File: src/rtl/core/sefr_pkg.sv
// Shared types, frame constants and the reply byte table for the STX/ETX receiver.
// No dependencies; every other file imports this package.
package sefr_pkg;

  localparam logic [7:0] BYTE_STX   = 8'h02;
  localparam logic [7:0] BYTE_ETX   = 8'h03;
  localparam logic [7:0] TYPE_CMD   = 8'h06;
  localparam logic [7:0] TYPE_DEBUG = 8'h00;
  localparam logic [8:0] HEADER_LEN = 9'd3;

  // Result index of the last transfer for each reply (index 0 is the message byte)
  localparam logic [3:0] ACK_LAST  = 4'd5;
  localparam logic [3:0] NACK_LAST = 4'd14;

  // ACK frame: 02 06 01 'A' 03
  localparam logic [7:0] ACK_FRAME [5] = '{8'h02, 8'h06, 8'h01, 8'h41, 8'h03};
  // Debug frame "error" followed by NACK frame 02 06 01 'N' 03
  localparam logic [7:0] NACK_FRAME [14] = '{
    8'h02, 8'h00, 8'h05, 8'h65, 8'h72, 8'h72, 8'h6F, 8'h72, 8'h03,
    8'h02, 8'h06, 8'h01, 8'h4E, 8'h03
  };

  typedef enum logic [1:0] {
    RESP_MSG  = 2'd0,  // plain message byte, one result
    RESP_ACK  = 2'd1,  // final byte, accepted
    RESP_NACK = 2'd2   // final byte, rejected
  } resp_e;

  typedef struct packed {
    logic [7:0] rx_byte;
  } rx_item_t;

  typedef struct packed {
    logic       kind;
    logic [7:0] data;
    logic [7:0] msg_type;
    logic       frame_end;
    logic       frame_ok;
    logic       last;
  } res_item_t;

  // Work handed from the parser to the emitter
  typedef struct packed {
    resp_e      mode;
    logic [7:0] msg_byte;
    logic [7:0] msg_type;
  } job_t;

  // Transmit byte at result index idx (1-based within the reply)
  function automatic logic [7:0] tx_byte(resp_e mode, logic [3:0] idx);
    logic [3:0] k;
    logic [7:0] b;
    k = idx - 4'd1;
    b = 8'h00;
    case (mode)
      RESP_ACK:  b = (k < 4'd5) ? ACK_FRAME[k[2:0]] : 8'h00;
      RESP_NACK: b = (k < 4'd14) ? NACK_FRAME[k] : 8'h00;
      default:   b = 8'h00;
    endcase
    return b;
  endfunction

endpackage

File: src/rtl/core/sefr_if.sv
// Valid/ready channel interfaces for received bytes and for result items.
// Depends on sefr_pkg for the payload types.
interface sefr_rx_if;
  import sefr_pkg::*;
  logic     valid;
  logic     ready;
  rx_item_t payload;
  modport source (output valid, output payload, input ready);
  modport sink (input valid, input payload, output ready);
endinterface

interface sefr_res_if;
  import sefr_pkg::*;
  logic      valid;
  logic      ready;
  res_item_t payload;
  modport source (output valid, output payload, input ready);
  modport sink (input valid, input payload, output ready);
endinterface

File: src/rtl/core/sefr_parser.sv
// Chunk parser: tracks header/message chunks and queues one reply job per message byte.
// Depends on sefr_pkg and sefr_rx_if.
module sefr_parser
  import sefr_pkg::*;
(
  input  logic        clk_i,
  input  logic        rst_ni,
  sefr_rx_if.sink     rx,
  output logic        job_valid_o,
  output job_t        job_o,
  input  logic        job_ready_i
);

  logic [8:0] chunk_len_q, chunk_len_d;
  logic [8:0] pos_q, pos_d;
  logic       hdr_q, hdr_d;
  logic [7:0] type_q, type_d;
  logic       job_valid_q, job_valid_d;
  job_t       job_q, job_d;

  logic       accept;
  logic [7:0] b;
  logic [8:0] len;
  logic       final_byte;
  logic       hdr;
  logic [8:0] pos_inc;

  assign rx.ready = !job_valid_q || job_ready_i;
  assign accept   = rx.valid && rx.ready;
  assign b        = rx.payload.rx_byte;
  assign len      = (chunk_len_q == 9'd0) ? 9'd1 : chunk_len_q;
  assign pos_inc  = pos_q + 9'd1;
  assign final_byte = ({1'b0, pos_q} + 10'd1) >= {1'b0, len};
  assign hdr      = (pos_q == 9'd0) ? ((len == HEADER_LEN) && (b == BYTE_STX)) : hdr_q;

  always_comb begin
    chunk_len_d = chunk_len_q;
    pos_d       = pos_q;
    hdr_d       = hdr_q;
    type_d      = type_q;
    job_valid_d = job_valid_q && !job_ready_i;
    job_d       = job_q;
    if (accept) begin
      hdr_d = hdr;
      if (hdr) begin
        if (pos_q == 9'd1) begin
          type_d = b;
        end
        if (final_byte) begin
          chunk_len_d = {1'b0, b} + 9'd1;
          pos_d       = 9'd0;
        end else begin
          pos_d = pos_inc;
        end
      end else begin
        job_valid_d    = 1'b1;
        job_d.msg_byte = b;
        job_d.msg_type = type_q;
        if (!final_byte) begin
          job_d.mode = RESP_MSG;
          pos_d      = pos_inc;
        end else begin
          job_d.mode  = (b == BYTE_ETX) ? RESP_ACK : RESP_NACK;
          chunk_len_d = HEADER_LEN;
          pos_d       = 9'd0;
        end
      end
    end
  end

  always_ff @(posedge clk_i or negedge rst_ni) begin
    if (!rst_ni) begin
      chunk_len_q <= HEADER_LEN;
      pos_q       <= 9'd0;
      hdr_q       <= 1'b0;
      type_q      <= 8'h00;
      job_valid_q <= 1'b0;
    end else begin
      chunk_len_q <= chunk_len_d;
      pos_q       <= pos_d;
      hdr_q       <= hdr_d;
      type_q      <= type_d;
      job_valid_q <= job_valid_d;
    end
  end

  always_ff @(posedge clk_i) begin
    job_q <= job_d;
  end

  assign job_valid_o = job_valid_q;
  assign job_o       = job_q;

endmodule

File: src/rtl/core/sefr_emitter.sv
// Reply emitter: plays out the message byte and any ACK/NACK frames, one transfer a cycle while res.ready is high.
// Depends on sefr_pkg and sefr_res_if.
module sefr_emitter
  import sefr_pkg::*;
(
  input  logic        clk_i,
  input  logic        rst_ni,
  input  logic        job_valid_i,
  input  job_t        job_i,
  output logic        job_ready_o,
  sefr_res_if.source  res
);

  logic       busy_q, busy_d;
  logic [3:0] idx_q, idx_d;
  job_t       job_q, job_d;

  logic       is_last;
  logic       out_xfer;
  logic       take;

  always_comb begin
    case (job_q.mode)
      RESP_ACK:  is_last = (idx_q == ACK_LAST);
      RESP_NACK: is_last = (idx_q == NACK_LAST);
      default:   is_last = 1'b1;
    endcase
  end

  assign out_xfer    = busy_q && res.ready;
  assign job_ready_o = !busy_q || (out_xfer && is_last);
  assign take        = job_valid_i && job_ready_o;

  always_comb begin
    busy_d = busy_q;
    idx_d  = idx_q;
    job_d  = job_q;
    if (take) begin
      busy_d = 1'b1;
      idx_d  = 4'd0;
      job_d  = job_i;
    end else if (out_xfer) begin
      if (is_last) begin
        busy_d = 1'b0;
      end else begin
        idx_d = idx_q + 4'd1;
      end
    end
  end

  always_ff @(posedge clk_i or negedge rst_ni) begin
    if (!rst_ni) begin
      busy_q <= 1'b0;
      idx_q  <= 4'd0;
    end else begin
      busy_q <= busy_d;
      idx_q  <= idx_d;
    end
  end

  always_ff @(posedge clk_i) begin
    job_q <= job_d;
  end

  always_comb begin
    res.valid = busy_q;
    res.payload.last = is_last;
    if (idx_q == 4'd0) begin
      res.payload.kind      = 1'b0;
      res.payload.data      = job_q.msg_byte;
      res.payload.msg_type  = job_q.msg_type;
      res.payload.frame_end = (job_q.mode != RESP_MSG);
      res.payload.frame_ok  = (job_q.mode == RESP_ACK);
    end else begin
      res.payload.kind      = 1'b1;
      res.payload.data      = tx_byte(job_q.mode, idx_q);
      res.payload.msg_type  = 8'h00;
      res.payload.frame_end = 1'b0;
      res.payload.frame_ok  = 1'b0;
    end
  end

endmodule

File: src/rtl/core/stx_etx_frame_receiver_with_ack.sv
// STX/ETX frame receiver with ACK/NACK reply (top level).
// Depends on sefr_pkg, sefr_if, sefr_parser and sefr_emitter.
//
// Received bytes are grouped into chunks, 3 bytes after reset. A 3-byte chunk
// that opens with STX (0x02) is a header: its second byte is kept as the
// message type and its third byte plus one sets the next chunk length
// (1..256). Header bytes cause no transfer. Every other chunk is a message:
// each byte goes out as it arrives (kind 0, tagged with the stored type). On
// the final byte of a message the outcome is flagged: ending in ETX (0x03)
// means accepted and the ACK frame 02 06 01 'A' 03 follows; anything else
// means rejected and the debug frame 02 00 05 "error" 03 plus the NACK frame
// 02 06 01 'N' 03 follow (kind 1). The chunk length then returns to 3.
// Rate: the emitter gives one result transfer per cycle while the output is
// ready; a final byte's message result is followed by its reply frame. A
// one-job buffer between parser and emitter lets the next byte be taken
// while a result is stalled at the output.
module stx_etx_frame_receiver_with_ack
  import sefr_pkg::*;
(
  input  logic       clk_i,
  input  logic       rst_ni,
  sefr_rx_if.sink    rx_i,
  sefr_res_if.source res_o
);

  logic job_valid;
  logic job_ready;
  job_t job;

  // Chunk tracking and reply selection
  sefr_parser u_parser (
    .clk_i       (clk_i),
    .rst_ni      (rst_ni),
    .rx          (rx_i),
    .job_valid_o (job_valid),
    .job_o       (job),
    .job_ready_i (job_ready)
  );

  // Sequenced output of message byte and reply frames
  sefr_emitter u_emitter (
    .clk_i       (clk_i),
    .rst_ni      (rst_ni),
    .job_valid_i (job_valid),
    .job_i       (job),
    .job_ready_o (job_ready),
    .res         (res_o)
  );

endmodule
File: src/flat_wrapper.sv
// flat-port wrapper written by rule: the top's interface ports become plain ports
module stx_etx_frame_receiver_with_ack_flat import sefr_pkg::*;
  (clk_i, rst_ni, rx_i_valid, rx_i_payload, rx_i_ready, res_o_valid, res_o_payload, res_o_ready);
  sefr_rx_if rx_i_i ();
  sefr_res_if res_o_i ();
  input  logic clk_i;
  input  logic rst_ni;
  input wire logic [$bits(rx_i_i.valid)-1:0] rx_i_valid;
  input wire logic [$bits(rx_i_i.payload)-1:0] rx_i_payload;
  output wire logic [$bits(rx_i_i.ready)-1:0] rx_i_ready;
  output wire logic [$bits(res_o_i.valid)-1:0] res_o_valid;
  output wire logic [$bits(res_o_i.payload)-1:0] res_o_payload;
  input wire logic [$bits(res_o_i.ready)-1:0] res_o_ready;
  assign rx_i_i.valid = rx_i_valid;
  assign rx_i_i.payload = rx_i_payload;
  assign rx_i_ready = rx_i_i.ready;
  assign res_o_valid = res_o_i.valid;
  assign res_o_payload = res_o_i.payload;
  assign res_o_i.ready = res_o_ready;
  stx_etx_frame_receiver_with_ack u_core (.clk_i(clk_i), .rst_ni(rst_ni), .rx_i(rx_i_i), .res_o(res_o_i));
endmodule
File: config.mk
export PLATFORM = sky130hd
export DESIGN_NAME = stx_etx_frame_receiver_with_ack_flat
export DESIGN_NICKNAME = d
export VERILOG_FILES = /design/src/rtl/core/sefr_pkg.sv /design/src/rtl/core/sefr_if.sv /design/src/rtl/core/sefr_parser.sv /design/src/rtl/core/sefr_emitter.sv /design/src/rtl/core/stx_etx_frame_receiver_with_ack.sv /design/src/flat_wrapper.sv
export SDC_FILE = /design/constraint.sdc
export NUM_CORES = 1
export LEC_CHECK = 0
export BUFFER_PORTS_ARGS = -buffer_cell sky130_fd_sc_hd__buf_2
export CORE_MARGIN = 5
export CORE_UTILIZATION = 45
export CTS_CLUSTER_DIAMETER = 200
export DETAILED_ROUTE_END_ITERATION = 10
export PLACE_DENSITY = 0.6
export SYNTH_ARGS = -nofsm -noshare
export SYNTH_HDL_FRONTEND = slang
export SYNTH_SLANG_ARGS = --single-unit
File: constraint.sdc
create_clock -name clk_i -period 8.2 [get_ports clk_i]
set_input_delay 1.64 -clock clk_i [delete_from_list [all_inputs] [get_ports clk_i]]
set_output_delay 1.64 -clock clk_i [all_outputs]
set_load 0.02 [all_outputs]
Yosys cells after proc, flatten, opt, wreduce, memory -nomap -nowiden
Memories as Yosys holds them, arrays and structs flattened. Index checks and enable logic that the tools add are counted.

Register bits after elaboration: 69. Memories: 2. Output and inout port bits: 22. Bits in read-only memories: 192. Logic and storage cells: 83. Input bits: 12.

Bitwise operators: 3. Add/subtract/negate cells: 5. $lt $le $gt $ge: 5. Reduce and logical (&&, ||, !) cells: 22. Equality and inequality tests: 9. Muxes and demuxes: 24.

Memory list: (name not given) (words 16, bits a word 8, rd ports 1, clocked after Yosys merged registers in 0, wr ports 0, RTL line sefr_pkg.sv:57) `RESP_NACK: b = (k < 4'd14) ? NACK_FRAME[k] : 8'h00;`; (name not given) (words 8, bits a word 8, rd ports 1, clocked after Yosys merged registers in 0, wr ports 0, RTL line sefr_pkg.sv:56) `RESP_ACK: b = (k < 4'd5) ? ACK_FRAME[k[2:0]] : 8'h00;`.

Operator list (count): 8-bit two-way mux (6); 9-bit two-way mux (5); 19-bit two-way mux (1); 9-bit zero test (2); 8-bit by 2-bit equality test with 1-bit output (second input constant) (2); 8-bit one-hot mux with 2 select lines (1); 4-bit two-way mux (3); 9-bit by 1-bit adder with 10-bit output (second input constant) (1); 10-bit by 9-bit >= comparator with 1-bit output (1); 8-bit by 1-bit adder with 9-bit output (second input constant) (1); 9-bit by 1-bit adder with 9-bit output (second input constant) (1); 9-bit by 1-bit equality test with 1-bit output (second input constant) (1); 9-bit by 2-bit equality test with 1-bit output (second input constant) (1); 2-bit AND reduction (4); 1-bit logical AND (6); 1-bit two-way mux (6); 2-bit nonzero test (3); 5-bit >= comparator (second input constant) (1); 4-bit inverter with 5-bit output (1); 4-bit by 1-bit adder with 4-bit output (second input constant) (1); 4-bit by 3-bit equality test with 1-bit output (second input constant) (1); 4-bit equality test (second input constant) (1); 4-bit >= comparator (second input constant) (1); 4-bit zero test (1); other kinds (13) (16).

Logic depth before layout (Yosys ltp)
Gate-level depths: netlist (run 1).

Word-level depth: 8. Depth in mapped cells: 11.

By module
From an unflattened synthesis (run 1), not the netlist that was laid out.

Cell total of the unflattened synthesis: 352. Area total of the unflattened synthesis: 3862.5 um2.

Modules (own cells, without submodules): sefr_parser (area each 2313.5 um2, cells each 201, instances 1); sefr_emitter (area each 1549.0 um2, cells each 151, instances 1).

Least setup slack after synthesis (run 1)
Ideal clock, no wire load.

Kind: register -> output. Start: reg u_core.u_emitter.idx_q[0]. End: out res_o_payload[15]. Setup slack: 4281 ps. Required time: 6560 ps. Arrival time: 2279 ps. Stages on the path, launching flop included: 8. Cell sequence: dfrtp_1 -> inv_1 -> ha_1 -> inv_1 -> ha_1 -> clkbuf_1 -> nand3_1 -> o41ai_1.

Word-level cells in the longest chain between the ends: 8. Elaborated cells between the ends (all ways): 16.

Ends and longest elaborated chain: from (decl) (RTL line sefr_emitter.sv:15) `logic [3:0] idx_q, idx_d;`; from (signal assigned) (RTL line sefr_emitter.sv:57) `idx_q <= idx_d;`; 4-bit by 1-bit subtractor with 4-bit output (RTL line sefr_pkg.sv:53) `k = idx - 4'd1;`; 4-bit inverter with 5-bit output (not written as such) / 3-bit inverter with 4-bit output (equally long branches) (RTL line sefr_pkg.sv:57, sefr_pkg.sv:56); memory read 16 x 8 bit / memory read 8 x 8 bit (equally long branches); 8-bit two-way mux (on tied branches) (3 in series) (RTL line sefr_pkg.sv:57, sefr_pkg.sv:56); 8-bit one-hot mux with 2 select lines (RTL line sefr_pkg.sv:55) `case (mode)`; 19-bit two-way mux (*) (RTL line sefr_emitter.sv:68) `if (idx_q == 4'd0) begin`; to (decl) (RTL line flat_wrapper.sv:12) `output wire logic [$bits(res_o_i.payload)-1:0] res_o_payload;`.

Every way passes the cells marked *; elsewhere a longest branch is shown, timed or not. The select of a mux whose other input is x is not followed.

Final worst setup path (run 1)
Start: reg u_core.u_emitter.idx_q[0]. End: out res_o_payload[13].

Same word-level chain as after synthesis.

==> results of run 1 <==
==> cells in the final DEF, fill, tap and decap left out, types with 7 or more instances in the layout <==
cell type,instances
edfxtp_1,36
buf_2,33
dfrtp_1,31
ha_1,25
nand2_1,21
nor2_1,21
inv_1,20
nand3_1,17
o21ai_0,12
and2_1,10
xnor2_1,9
clkbuf_8,9
and3_1,8
a21o_1,8
mux2_2,8
a21oi_1,8
mux2_4,8
a22o_1,7
==> area by class of cell <==
| class | count | area, µm² |
|---|---|---|
| Timing Repair Buffer | 35 | 180 |
| Tap cell | 105 | 131 |
| Clock buffer | 9 | 124 |
| Clock inverter | 7 | 55.1 |
| Multi-Input combinational cell | 232 | 1770 |
| Inverter | 21 | 78.8 |
| Fill cell | 767 | 4010 |
| Sequential cell | 69 | 1910 |
==> cells in the mapped netlist, types with 2 or more instances <==
cell type	n	area, µm²
nand4_1	2	12.5
mux2_4	8	120
and4b_1	2	20.0
a22o_1	7	61.3
nor4b_1	3	26.3
and2_1	10	62.6
xor2_1	6	52.6
nor2b_1	5	31.3
dfrtp_1	31	776
nand4b_1	2	17.5
clkbuf_1	8	30.0
dfstp_2	2	52.6
xnor2_1	9	78.8
and3_1	8	50.1
or4_1	2	15.0
mux2i_1	4	40.0
nor3_1	4	20.0
nand2b_1	3	18.8
o21ai_0	12	60.1
ha_1	25	313
nand3_1	17	85.1
o211ai_1	2	15.0
o31ai_1	2	15.0
a32o_1	2	20.0
a31oi_1	5	31.3
inv_1	20	75.1
o21a_1	2	15.0
nand2_1	21	78.8
nor2_1	21	78.8
a21o_1	8	60.1
a21oi_1	8	40.0
a221o_1	2	20.0
edfxtp_1	36	1080
mux2_2	8	90.1
nor3_2	2	20.0
==> stage by stage <==
| step | worst slack, ns | hold WS (ns) | std cells |
|---|---|---|---|
| floorplan | 4.28 | 0.400 | 334 |
| global placement | 3.84 | 0.401 | 462 |
| detailed placement | 3.56 | 0.405 | 462 |
| CTS | 3.18 | 0.425 | 478 |
| global route | 2.86 | 0.433 | 478 |
| finish | 3.27 | 0.420 | 478 |
==> worst paths after layout <==
path / from / endpoint / cells after the start
max: u_core.u_emitter.idx_q[0] / res_o_payload[13] / 9
min: u_core.u_parser.job_o[11] / u_core.u_emitter.job_q[11] / 0
max reg2reg: u_core.u_parser.pos_q[0] / u_core.u_parser.chunk_len_q[2] / 11
min reg2reg: u_core.u_parser.job_o[11] / u_core.u_emitter.job_q[11] / 0
max in group asynchronous: rst_ni / u_core.u_emitter.res.valid / 1
min in group asynchronous: rst_ni / u_core.u_parser.chunk_len_q[7] / 1
==> critical path, cell delays in order (launching register included) <==
cell and delay, ns:
dfrtp_1 0.50, inv_1 0.22, ha_1 0.20, inv_1 0.07, nor3_2 0.78, clkinv_1 0.47, nand2b_1 0.25, o21ai_0 0.11
a31oi_1 0.16, buf_2 0.19
==> routing by layer <==
metal	share of wire (%)	global-route usage, %	up-vias
li1	-	-	1289
met4	0.60	5.45	0
met1	45	19.6	1241
met5	0	0	-
met3	3.6	3.21	2
met2	51	27.1	37
==> power by group <==
group | internal, mW | total, mW | switching (mW) | leakage [nW]
sequential | 0.459 | 0.531 | 0.0718 | 0.739
combinational | 0.251 | 0.649 | 0.399 | 0.960
clock | 0.114 | 0.257 | 0.143 | 0.0923
total | 0.824 | 1.44 | 0.614 | 1.79
==> state kept, by name, summed over array words and instances, names as in the netlist <==
register / cells
u_core.u_parser.pos_q: 9
u_core.u_parser.hdr_q: 1
u_core.u_parser.chunk_len_q: 9
u_core.u_parser.job_o: 18
u_core.u_parser.type_q: 8
u_core.u_emitter.res.valid: 1
u_core.u_parser.job_valid_o: 1
u_core.u_emitter.job_q: 18
u_core.u_emitter.idx_q: 4
==> logic make-up (layout without fill, tap and decap cells) <==
logic type	after synthesis	count (layout)
compound gates	62	62
xor+xnor	15	15
fa+ha+maj	25	25
buf+inv	33	72
flops	69	69
mux	20	20
simple gates	110	110
==> results.py, run 1 <==
metrics = {
    "power": {
        "power_mw": 1.44,
        "power.leakage_nw": 1.79,
        "vdd_drop_max_uv": 124,
        "power_density_nw_per_um2": 338,
    },
    "cts": {
        "path_clk_slew_ns": 0.08,
        "cts_tree": "done",
        "clock_path_buffers": 2,
        "clock-sinks": 69,
        "post_cts_buffers": 0,
        "h-tree-depth": 3,
        "holdBufCountCts": 0,
        "cts_made_buffers": 9,
        "cts_root_buffer": "clkbuf_8",
        "post_cts_resized": 0,
        "clk_latency_ns": 0.35,
    },
    "yosys": {
        "synth_compound_area_share_pct": 11.7,
        "ys_seq_area_share_pct": 50.0,
        "ys_seq_elements": 69,
        "async_reset_ff_share_pct": 47.8,
        "synthMuxAreaShare_pct": 6.55,
        "syn-num-nets": 371,
        "synth_area_um2": 3820,
        "ys_types": 60,
        "synth_top_family_by_area": "simple AND/OR/NAND/NOR gates",
        "syn_area_per_cell_um2": 11.4,
        "synth-simple-area-share_pct": 16.5,
        "synth_adder_area_share_pct": 8.19,
        "yosys_warnings": 0,
        "synthFlopType": "edfxtp_1",
        "synth_cells": 334,
        "synth_xor_area_share_pct": 3.44,
        "synth_edf_count": 36,
    },
    "global_routing": {
        "grt_max_degree": 34,
        "grt_pass1_wl_um": 12800,
        "grt.total_usage_pct": 15.7,
        "antenna_found_initial": 0,
        "grt_pass1_vias": 2638,
        "grt_overflow": 0,
    },
    "sta": {
        "hold_violations": 0,
        "fmaxAchievable_ghz": 0.203,
        "skew_ns": 0.0158,
        "slew_headroom_pct": 34.6,
        "tightest_slew_ns": 0.976,
        "fin_crit_sh_pct": 60.2,
        "setup-tns-final_ns": 0,
        "rsz0062_at_grt": "false",
        "setup_viol": 0,
        "maxSlewViolCount": 0,
        "period_minus_slack_ns": 4.93,
    },
    "drt": {
        "vias": 2569,
        "wirelength_um": 7610,
        "drt_iter0_drc": 63,
        "drtPass1Iterations": 4,
        "ant_nets": 0,
        "drc": 0,
        "avgViaCountPerCell": 5.37,
        "post_drt_wl_per_cell_um": 15.9,
    },
    "worst_setup_path": {
        "critPathArrivalTime_ns": 3.29,
        "reg2reg_slack_ns": 4.79,
        "critPathKind": "register to output pin",
        "crit_path_end_kind": "output pin",
        "worstPathMaxFanout": 18,
        "crit_required_ns": 6.56,
        "start_kind": "register",
    },
    "die": {
        "start_util_pct": 46.2,
        "core_um2": 8260,
        "die_h_um": 102,
        "dieArea_um2": 10400,
        "fp-row-count": 33,
        "pin_count": 34,
        "die_x_um": 102,
    },
    "place": {
        "io_buffer_count": 33,
        "dp_hpwl_um": 5510,
        "gp_congestion": 0.885,
        "placed_area_um2": 4070,
    },
    "final_layout": {
        "final_util_pct": 51.5,
        "areaGrowthSynthToFinish_pct": 11.3,
        "antenna_cells": 0,
        "layout.nets": 405,
        "drive_gt1_share_pct": 21.4,
        "fin_area_um2": 4250,
    },
    "flow_run": {
        "drv_cap": 0,
    },
    "status": {
        "status": "finished, final reports clean",
    },
    "worst_hold_path": {
        "hold_class": "register to register",
    },
}
No activity file was read; power rests on OpenSTA's default activity.
==> inputs of run 2 (changes only) <==
- ABC_AREA: not set -> 1
- PLACE_DENSITY: 0.6 -> 0.62
- clock period: 8.2 -> 4.3 ns (I/O delays scaled with it)
==> results.py, run 2 <==
metrics = {
    "worst_setup_path": {
        "crit_top_cell": "inv_2",
        "reg2reg_depth": 14,
        "worstPathCellList": "inv_2 -> ha_1 -> inv_1 -> nor3_1 -> inv_2 -> nand2_1 -> inv_2 -> nand3_1 -> o31ai_1 -> buf_2",
        "reg2reg_slack_ns": 1.46,
        "max_stage_delay_ns": 0.62,
        "r2r_start": "u_core.u_parser.pos_q[0]",
        "crit_required_ns": 3.44,
        "worstPathMaxFanout": 13,
        "critPathArrivalTime_ns": 2.67,
        "start_kind": "register",
        "r2r-end": "u_core.u_parser.job_o[16]",
        "crit_slowest_cell": "nor3_1",
        "critPathKind": "register to output pin",
        "crit_path_end_kind": "output pin",
    },
    "global_routing": {
        "grt_max_degree": 34,
        "antenna_found_initial": 0,
        "grt_overflow": 0,
        "grt_pass1_wl_um": 12900,
        "grt.total_usage_pct": 15.6,
        "grt_pass1_vias": 2748,
    },
    "power": {
        "vdd_drop_max_uv": 345,
        "power.leakage_nw": 2.07,
        "p_switching_mw": 1.46,
        "p_sw_share_pct": 45.6,
        "clkPwrFrac_pct": 16.7,
        "p_comb_share_pct": 47.6,
        "power_density_nw_per_um2": 751,
        "pwr-share-seq_pct": 35.7,
        "p_int_mw": 1.74,
    },
    "cts": {
        "clk_latency_ns": 0.34,
        "cts_tree": "done",
        "h-tree-depth": 3,
        "post_cts_resized": 0,
        "cts_made_buffers": 9,
        "path_clk_slew_ns": 0.07,
        "cts_root_buffer": "clkbuf_8",
        "clock-sinks": 69,
        "holdBufCountCts": 0,
        "clock_path_buffers": 2,
        "post_cts_buffers": 0,
    },
    "yosys": {
        "yosys.area.top_type": "edfxtp_1",
        "synth_top_area_share_pct": 28.3,
        "synth_cells": 437,
        "yosys-top-cells-area": "edfxtp_1 (28%), dfrtp_1 (20%), nand2_1 (11%)",
        "syn_area_per_cell_um2": 8.76,
        "synth_most_common_cell": "nand2_1",
        "synthFlopType": "edfxtp_1",
        "syn-num-nets": 474,
        "synth_edf_count": 36,
        "synth_area_um2": 3830,
        "ys_seq_elements": 69,
        "yosys_warnings": 0,
        "yosys-top-cells-count": "nand2_1 (108), inv_1 (52), nor2_1 (50), nand3_1 (39), edfxtp_1 (36)",
        "async_reset_ff_share_pct": 47.8,
        "ys_types": 34,
        "ys_seq_area_share_pct": 49.9,
    },
    "worst_hold_path": {
        "hp-start": "u_core.u_parser.job_o[13]",
        "hold_class": "register to register",
        "min_to": "u_core.u_emitter.job_q[13]",
        "hold_path_depth": 0,
    },
    "sta": {
        "fmaxAchievable_ghz": 0.283,
        "timing.final.ws_setup_ns": 0.766,
        "setup-tns-final_ns": 0,
        "slew_headroom_pct": 45.7,
        "tightest_slew_ns": 0.808,
        "maxSlewViolCount": 0,
        "skew_ns": 0.0141,
        "hold_violations": 0,
        "holdWs_ns": 0.419,
        "setup_viol": 0,
        "fin_crit_sh_pct": 82.2,
        "rsz0062_at_grt": "false",
        "period_minus_slack_ns": 3.53,
    },
    "die": {
        "fp-row-count": 33,
        "core_um2": 8260,
        "die_h_um": 102,
        "start_util_pct": 46.3,
        "die_x_um": 102,
        "pin_count": 34,
        "dieArea_um2": 10400,
    },
    "flow_run": {
        "drv_cap": 0,
    },
    "place": {
        "post-place-ws_ns": 1.16,
        "io_buffer_count": 33,
        "gp_congestion": 0.927,
        "dp_hpwl_um": 5700,
        "placed_area_um2": 4050,
    },
    "status": {
        "status": "finished, final reports clean",
    },
    "drt": {
        "drt_iter0_drc": 136,
        "avgViaCountPerCell": 4.87,
        "drtPass1Iterations": 4,
        "drc": 0,
        "wirelength_um": 7490,
        "ant_nets": 0,
        "vias": 2832,
        "post_drt_wl_per_cell_um": 12.9,
    },
    "final_layout": {
        "final_util_pct": 51.5,
        "final_cell_mix": "nand2_1 (108), inv_1 (52), nor2_1 (50)",
        "layout_commonest_cell": "nand2_1",
        "antenna_cells": 0,
        "drive_gt1_share_pct": 15.3,
        "areaGrowthSynthToFinish_pct": 11.2,
        "layout.nets": 509,
        "fin_area_um2": 4250,
    },
}
## run 2: cell count changes after synthesis, sizes merged, moves of 6 or more
cell | before | now
a21o | 8 | 1
nor2 | 21 | 53
mux2 | 16 | 0
and3 | 8 | 1
clkbuf | 8 | 0
inv | 20 | 58
nand2 | 21 | 112
o21ai | 12 | 33
a22o | 7 | 0
xnor2 | 9 | 3
and2 | 10 | 0
buf | 4 | 11
nand3 | 18 | 41
## run 2: cell type report
type                    instances  area, µm²
clock inverters                 7       80.1
well taps                     105        131
multi-input cells             299       1610
repair buffers                 35        180
inverters                      58        218
clock buffers                   9        124
flip-flops and latches         69       1910
fillers                       787       4000
## run 2: logic make-up (layout without fill, tap and decap cells)
| kind of cell | count (synthesis) | after routing | synth area share [%] |
|---|---|---|---|
| DFF | 69 | 69 | 49.9 |
| AOI/OAI and AO/OA | 46 | 46 | 6.80 |
| xor gates and xnor gates | 13 | 13 | 2.98 |
| buffers and inverters | 69 | 109 | 7.98 |
| and+or+nand+nor | 215 | 215 | 24.2 |
| adders and majority gates | 25 | 25 | 8.18 |
## run 2: per-layer routing
| layer | global-route usage, % | wire [µm] | up-vias |
|---|---|---|---|
| met5 | 0 | 0 | - |
| met3 | 3.41 | 324 | 8 |
| met1 | 21.1 | 3500 | 1289 |
| met2 | 25.0 | 3600 | 47 |
| li1 | - | - | 1488 |
| met4 | 4.94 | 71 | 0 |
## run 2: power groups by stage
stage | Sequential [mW] | Combinational [mW] | Clock, mW
2_1_floorplan | 1.12 | 1.24 | 0
3_3_place_gp | 1.15 | 1.52 | 0
3_5_place_dp | 1.16 | 1.54 | 0
4_1_cts | 1.14 | 1.55 | 0.545
5_1_grt | 1.17 | 1.76 | 0.579
6_report | 1.14 | 1.52 | 0.533
## run 2: how the worst max path moves through the flow
stage	startpoint	endpoint	slack, ns	depth (start not counted)
global placement	u_core.u_emitter.idx_q[0]	res_o_payload[12]	1.26	12
finish	u_core.u_emitter.idx_q[0]	res_o_payload[15]	0.77	10
global route	u_core.u_emitter.idx_q[0]	res_o_payload[16]	0.45	10
floorplan	u_core.u_emitter.idx_q[0]	res_o_payload[14]	1.45	9
detailed placement	u_core.u_emitter.idx_q[0]	res_o_payload[15]	1.16	10
CTS	u_core.u_emitter.idx_q[0]	res_o_payload[15]	0.79	10
## run 2: per-stage QoR
stage	std cells	total power, mW
floorplan	437	2.36
global placement	566	2.67
detailed placement	566	2.70
CTS	582	3.24
global route	582	3.51
finish	582	3.20
## run 2: worst max-delay path, delay by kind of cell, from the launching register on
kind,cells,cell delay (ns)
adders and majority gates,1,0.19
buffers and inverters,5,0.74
AOI/OAI and AO/OA,1,0.07
and+or+nand+nor,3,0.84
DFF,1,0.49
==> inputs of run 3 (changes only) <==
- ABC_AREA: 1 -> 0
- PLACE_DENSITY: 0.62 -> 0.6
- clock period: 4.3 -> 3.55 ns (I/O delays scaled with it)
==> results.py, run 3 (synthesis gave the netlist of run 1 again) <==
metrics = {
    "status": {
        "status": "finished, final reports clean",
    },
    "die": {
        "start_util_pct": 46.2,
        "core_um2": 8260,
        "dieArea_um2": 10400,
        "die_h_um": 102,
        "pin_count": 34,
        "fp-row-count": 33,
        "die_x_um": 102,
    },
    "worst_setup_path": {
        "crit_slowest_cell": "ha_1",
        "cp-startpoint": "u_core.u_emitter.idx_q[0]",
        "reg2reg_depth": 11,
        "r2r_start": "u_core.u_parser.pos_q[0]",
        "critPathKind": "register to output pin",
        "max_stage_delay_ns": 0.49,
        "worstPathMaxFanout": 12,
        "start_kind": "register",
        "reg2reg_slack_ns": 0.29,
        "crit_path_end_kind": "output pin",
        "crit_required_ns": 2.84,
        "critPathArrivalTime_ns": 2.64,
        "worstPathCellList": "inv_1 -> ha_1 -> inv_1 -> ha_1 -> nand2_1 -> mux2i_1 -> o221ai_1 -> a31oi_1 -> buf_2",
        "r2r-end": "u_core.u_parser.chunk_len_q[3]",
    },
    "cts": {
        "holdBufCountCts": 0,
        "post_cts_resized": 0,
        "path_clk_slew_ns": 0.09,
        "clock-sinks": 69,
        "clk_latency_ns": 0.34,
        "cts_root_buffer": "clkbuf_8",
        "post_cts_buffers": 0,
        "clock_path_buffers": 2,
        "cts_tree": "done",
        "h-tree-depth": 3,
        "cts_made_buffers": 9,
    },
    "global_routing": {
        "grt_max_degree": 34,
        "grt.total_usage_pct": 15.5,
        "grt_overflow": 0,
        "antenna_found_initial": 0,
        "grt_pass1_wl_um": 12700,
        "grt_pass1_vias": 2629,
    },
    "sta": {
        "period_minus_slack_ns": 3.35,
        "rsz0062_at_grt": "false",
        "holdWs_ns": 0.420,
        "tightest_slew_ns": 0.752,
        "slew_headroom_pct": 49.9,
        "fmaxAchievable_ghz": 0.298,
        "setup_viol": 0,
        "skew_ns": 0.00917,
        "fin_crit_sh_pct": 94.4,
        "maxSlewViolCount": 0,
        "setup-tns-final_ns": 0,
        "hold_violations": 0,
    },
    "power": {
        "power.leakage_nw": 1.82,
        "power_density_nw_per_um2": 786,
        "vdd_drop_max_uv": 424,
        "power_mw": 3.38,
    },
    "final_layout": {
        "layout.nets": 410,
        "final_cell_mix": "edfxtp_1 (36), buf_2 (33), dfrtp_1 (30)",
        "drive_gt1_share_pct": 22.8,
        "areaGrowthSynthToFinish_pct": 12.5,
        "layout_commonest_cell": "edfxtp_1",
        "antenna_cells": 0,
        "final_util_pct": 52.0,
        "fin_area_um2": 4300,
    },
    "drt": {
        "post_drt_wl_per_cell_um": 15.5,
        "drtPass1Iterations": 6,
        "vias": 2574,
        "ant_nets": 0,
        "drt_iter0_drc": 92,
        "drc": 0,
        "wirelength_um": 7500,
        "avgViaCountPerCell": 5.33,
    },
    "worst_hold_path": {
        "min_to": "u_core.u_emitter.job_q[16]",
        "hp-start": "u_core.u_parser.job_o[16]",
        "hold_class": "register to register",
        "hold_path_depth": 0,
    },
    "place": {
        "gp_congestion": 0.811,
        "io_buffer_count": 33,
        "placed_area_um2": 4110,
        "dp_hpwl_um": 5530,
    },
    "flow_run": {
        "drv_cap": 0,
    },
}
==> run 3: worst max-delay path: cells and delay by family, from the launching register on <==
family / cells / cell delay, ns
buffers and inverters: 3 / 0.46
muxes: 1 / 0.20
adders and majority gates: 2 / 0.70
DFF: 1 / 0.48
AOI/OAI and AO/OA: 2 / 0.37
and+or+nand+nor: 1 / 0.10
==> run 3: per-stage QoR <==
| stage | instances | setup WS [ns] |
|---|---|---|
| 4_1_cts | 483 | 0.124 |
| 3_5_place_dp | 467 | 0.295 |
| 6_report | 483 | 0.198 |
| 3_3_place_gp | 467 | 0.386 |
| 2_1_floorplan | 334 | 0.296 |
| 5_1_grt | 483 | 0.00207 |
==> run 3: worst max-delay path by stage <==
stage	to	slack, ns
detailed placement	u_core.u_parser.chunk_len_q[2]	0.29
CTS	res_o_payload[13]	0.12
finish	res_o_payload[13]	0.20
global route	res_o_payload[13]	0.002
floorplan	u_core.u_emitter.job_q[0]	0.30
global placement	u_core.u_parser.chunk_len_q[4]	0.39
==> run 3: area by class of cell <==
class / instances / area (µm²)
Clock buffer: 9 / 124
Clock inverter: 7 / 62.6
Fill cell: 745 / 3960
Inverter: 21 / 78.8
Multi-Input combinational cell: 232 / 1770
Sequential cell: 69 / 1910
Tap cell: 105 / 131
Timing Repair Buffer: 40 / 218
==> run 3: routing by layer <==
layer  part of all wire [%]  up-vias  GRT usage [%]  routed length, µm
li1                       -     1302              -                  -
met2                     49       32           26.2               3680
met4                   0.68        0           3.63                 51
met5                      0        -              0                  0
met3                    3.2        4           4.03                243
met1                     47     1236           20.1               3520
==> run 3: report_power, final <==
part	switching [mW]	internal, mW
sequential	0.158	1.06
combinational	0.947	0.614
clock	0.328	0.268
total	1.43	1.94
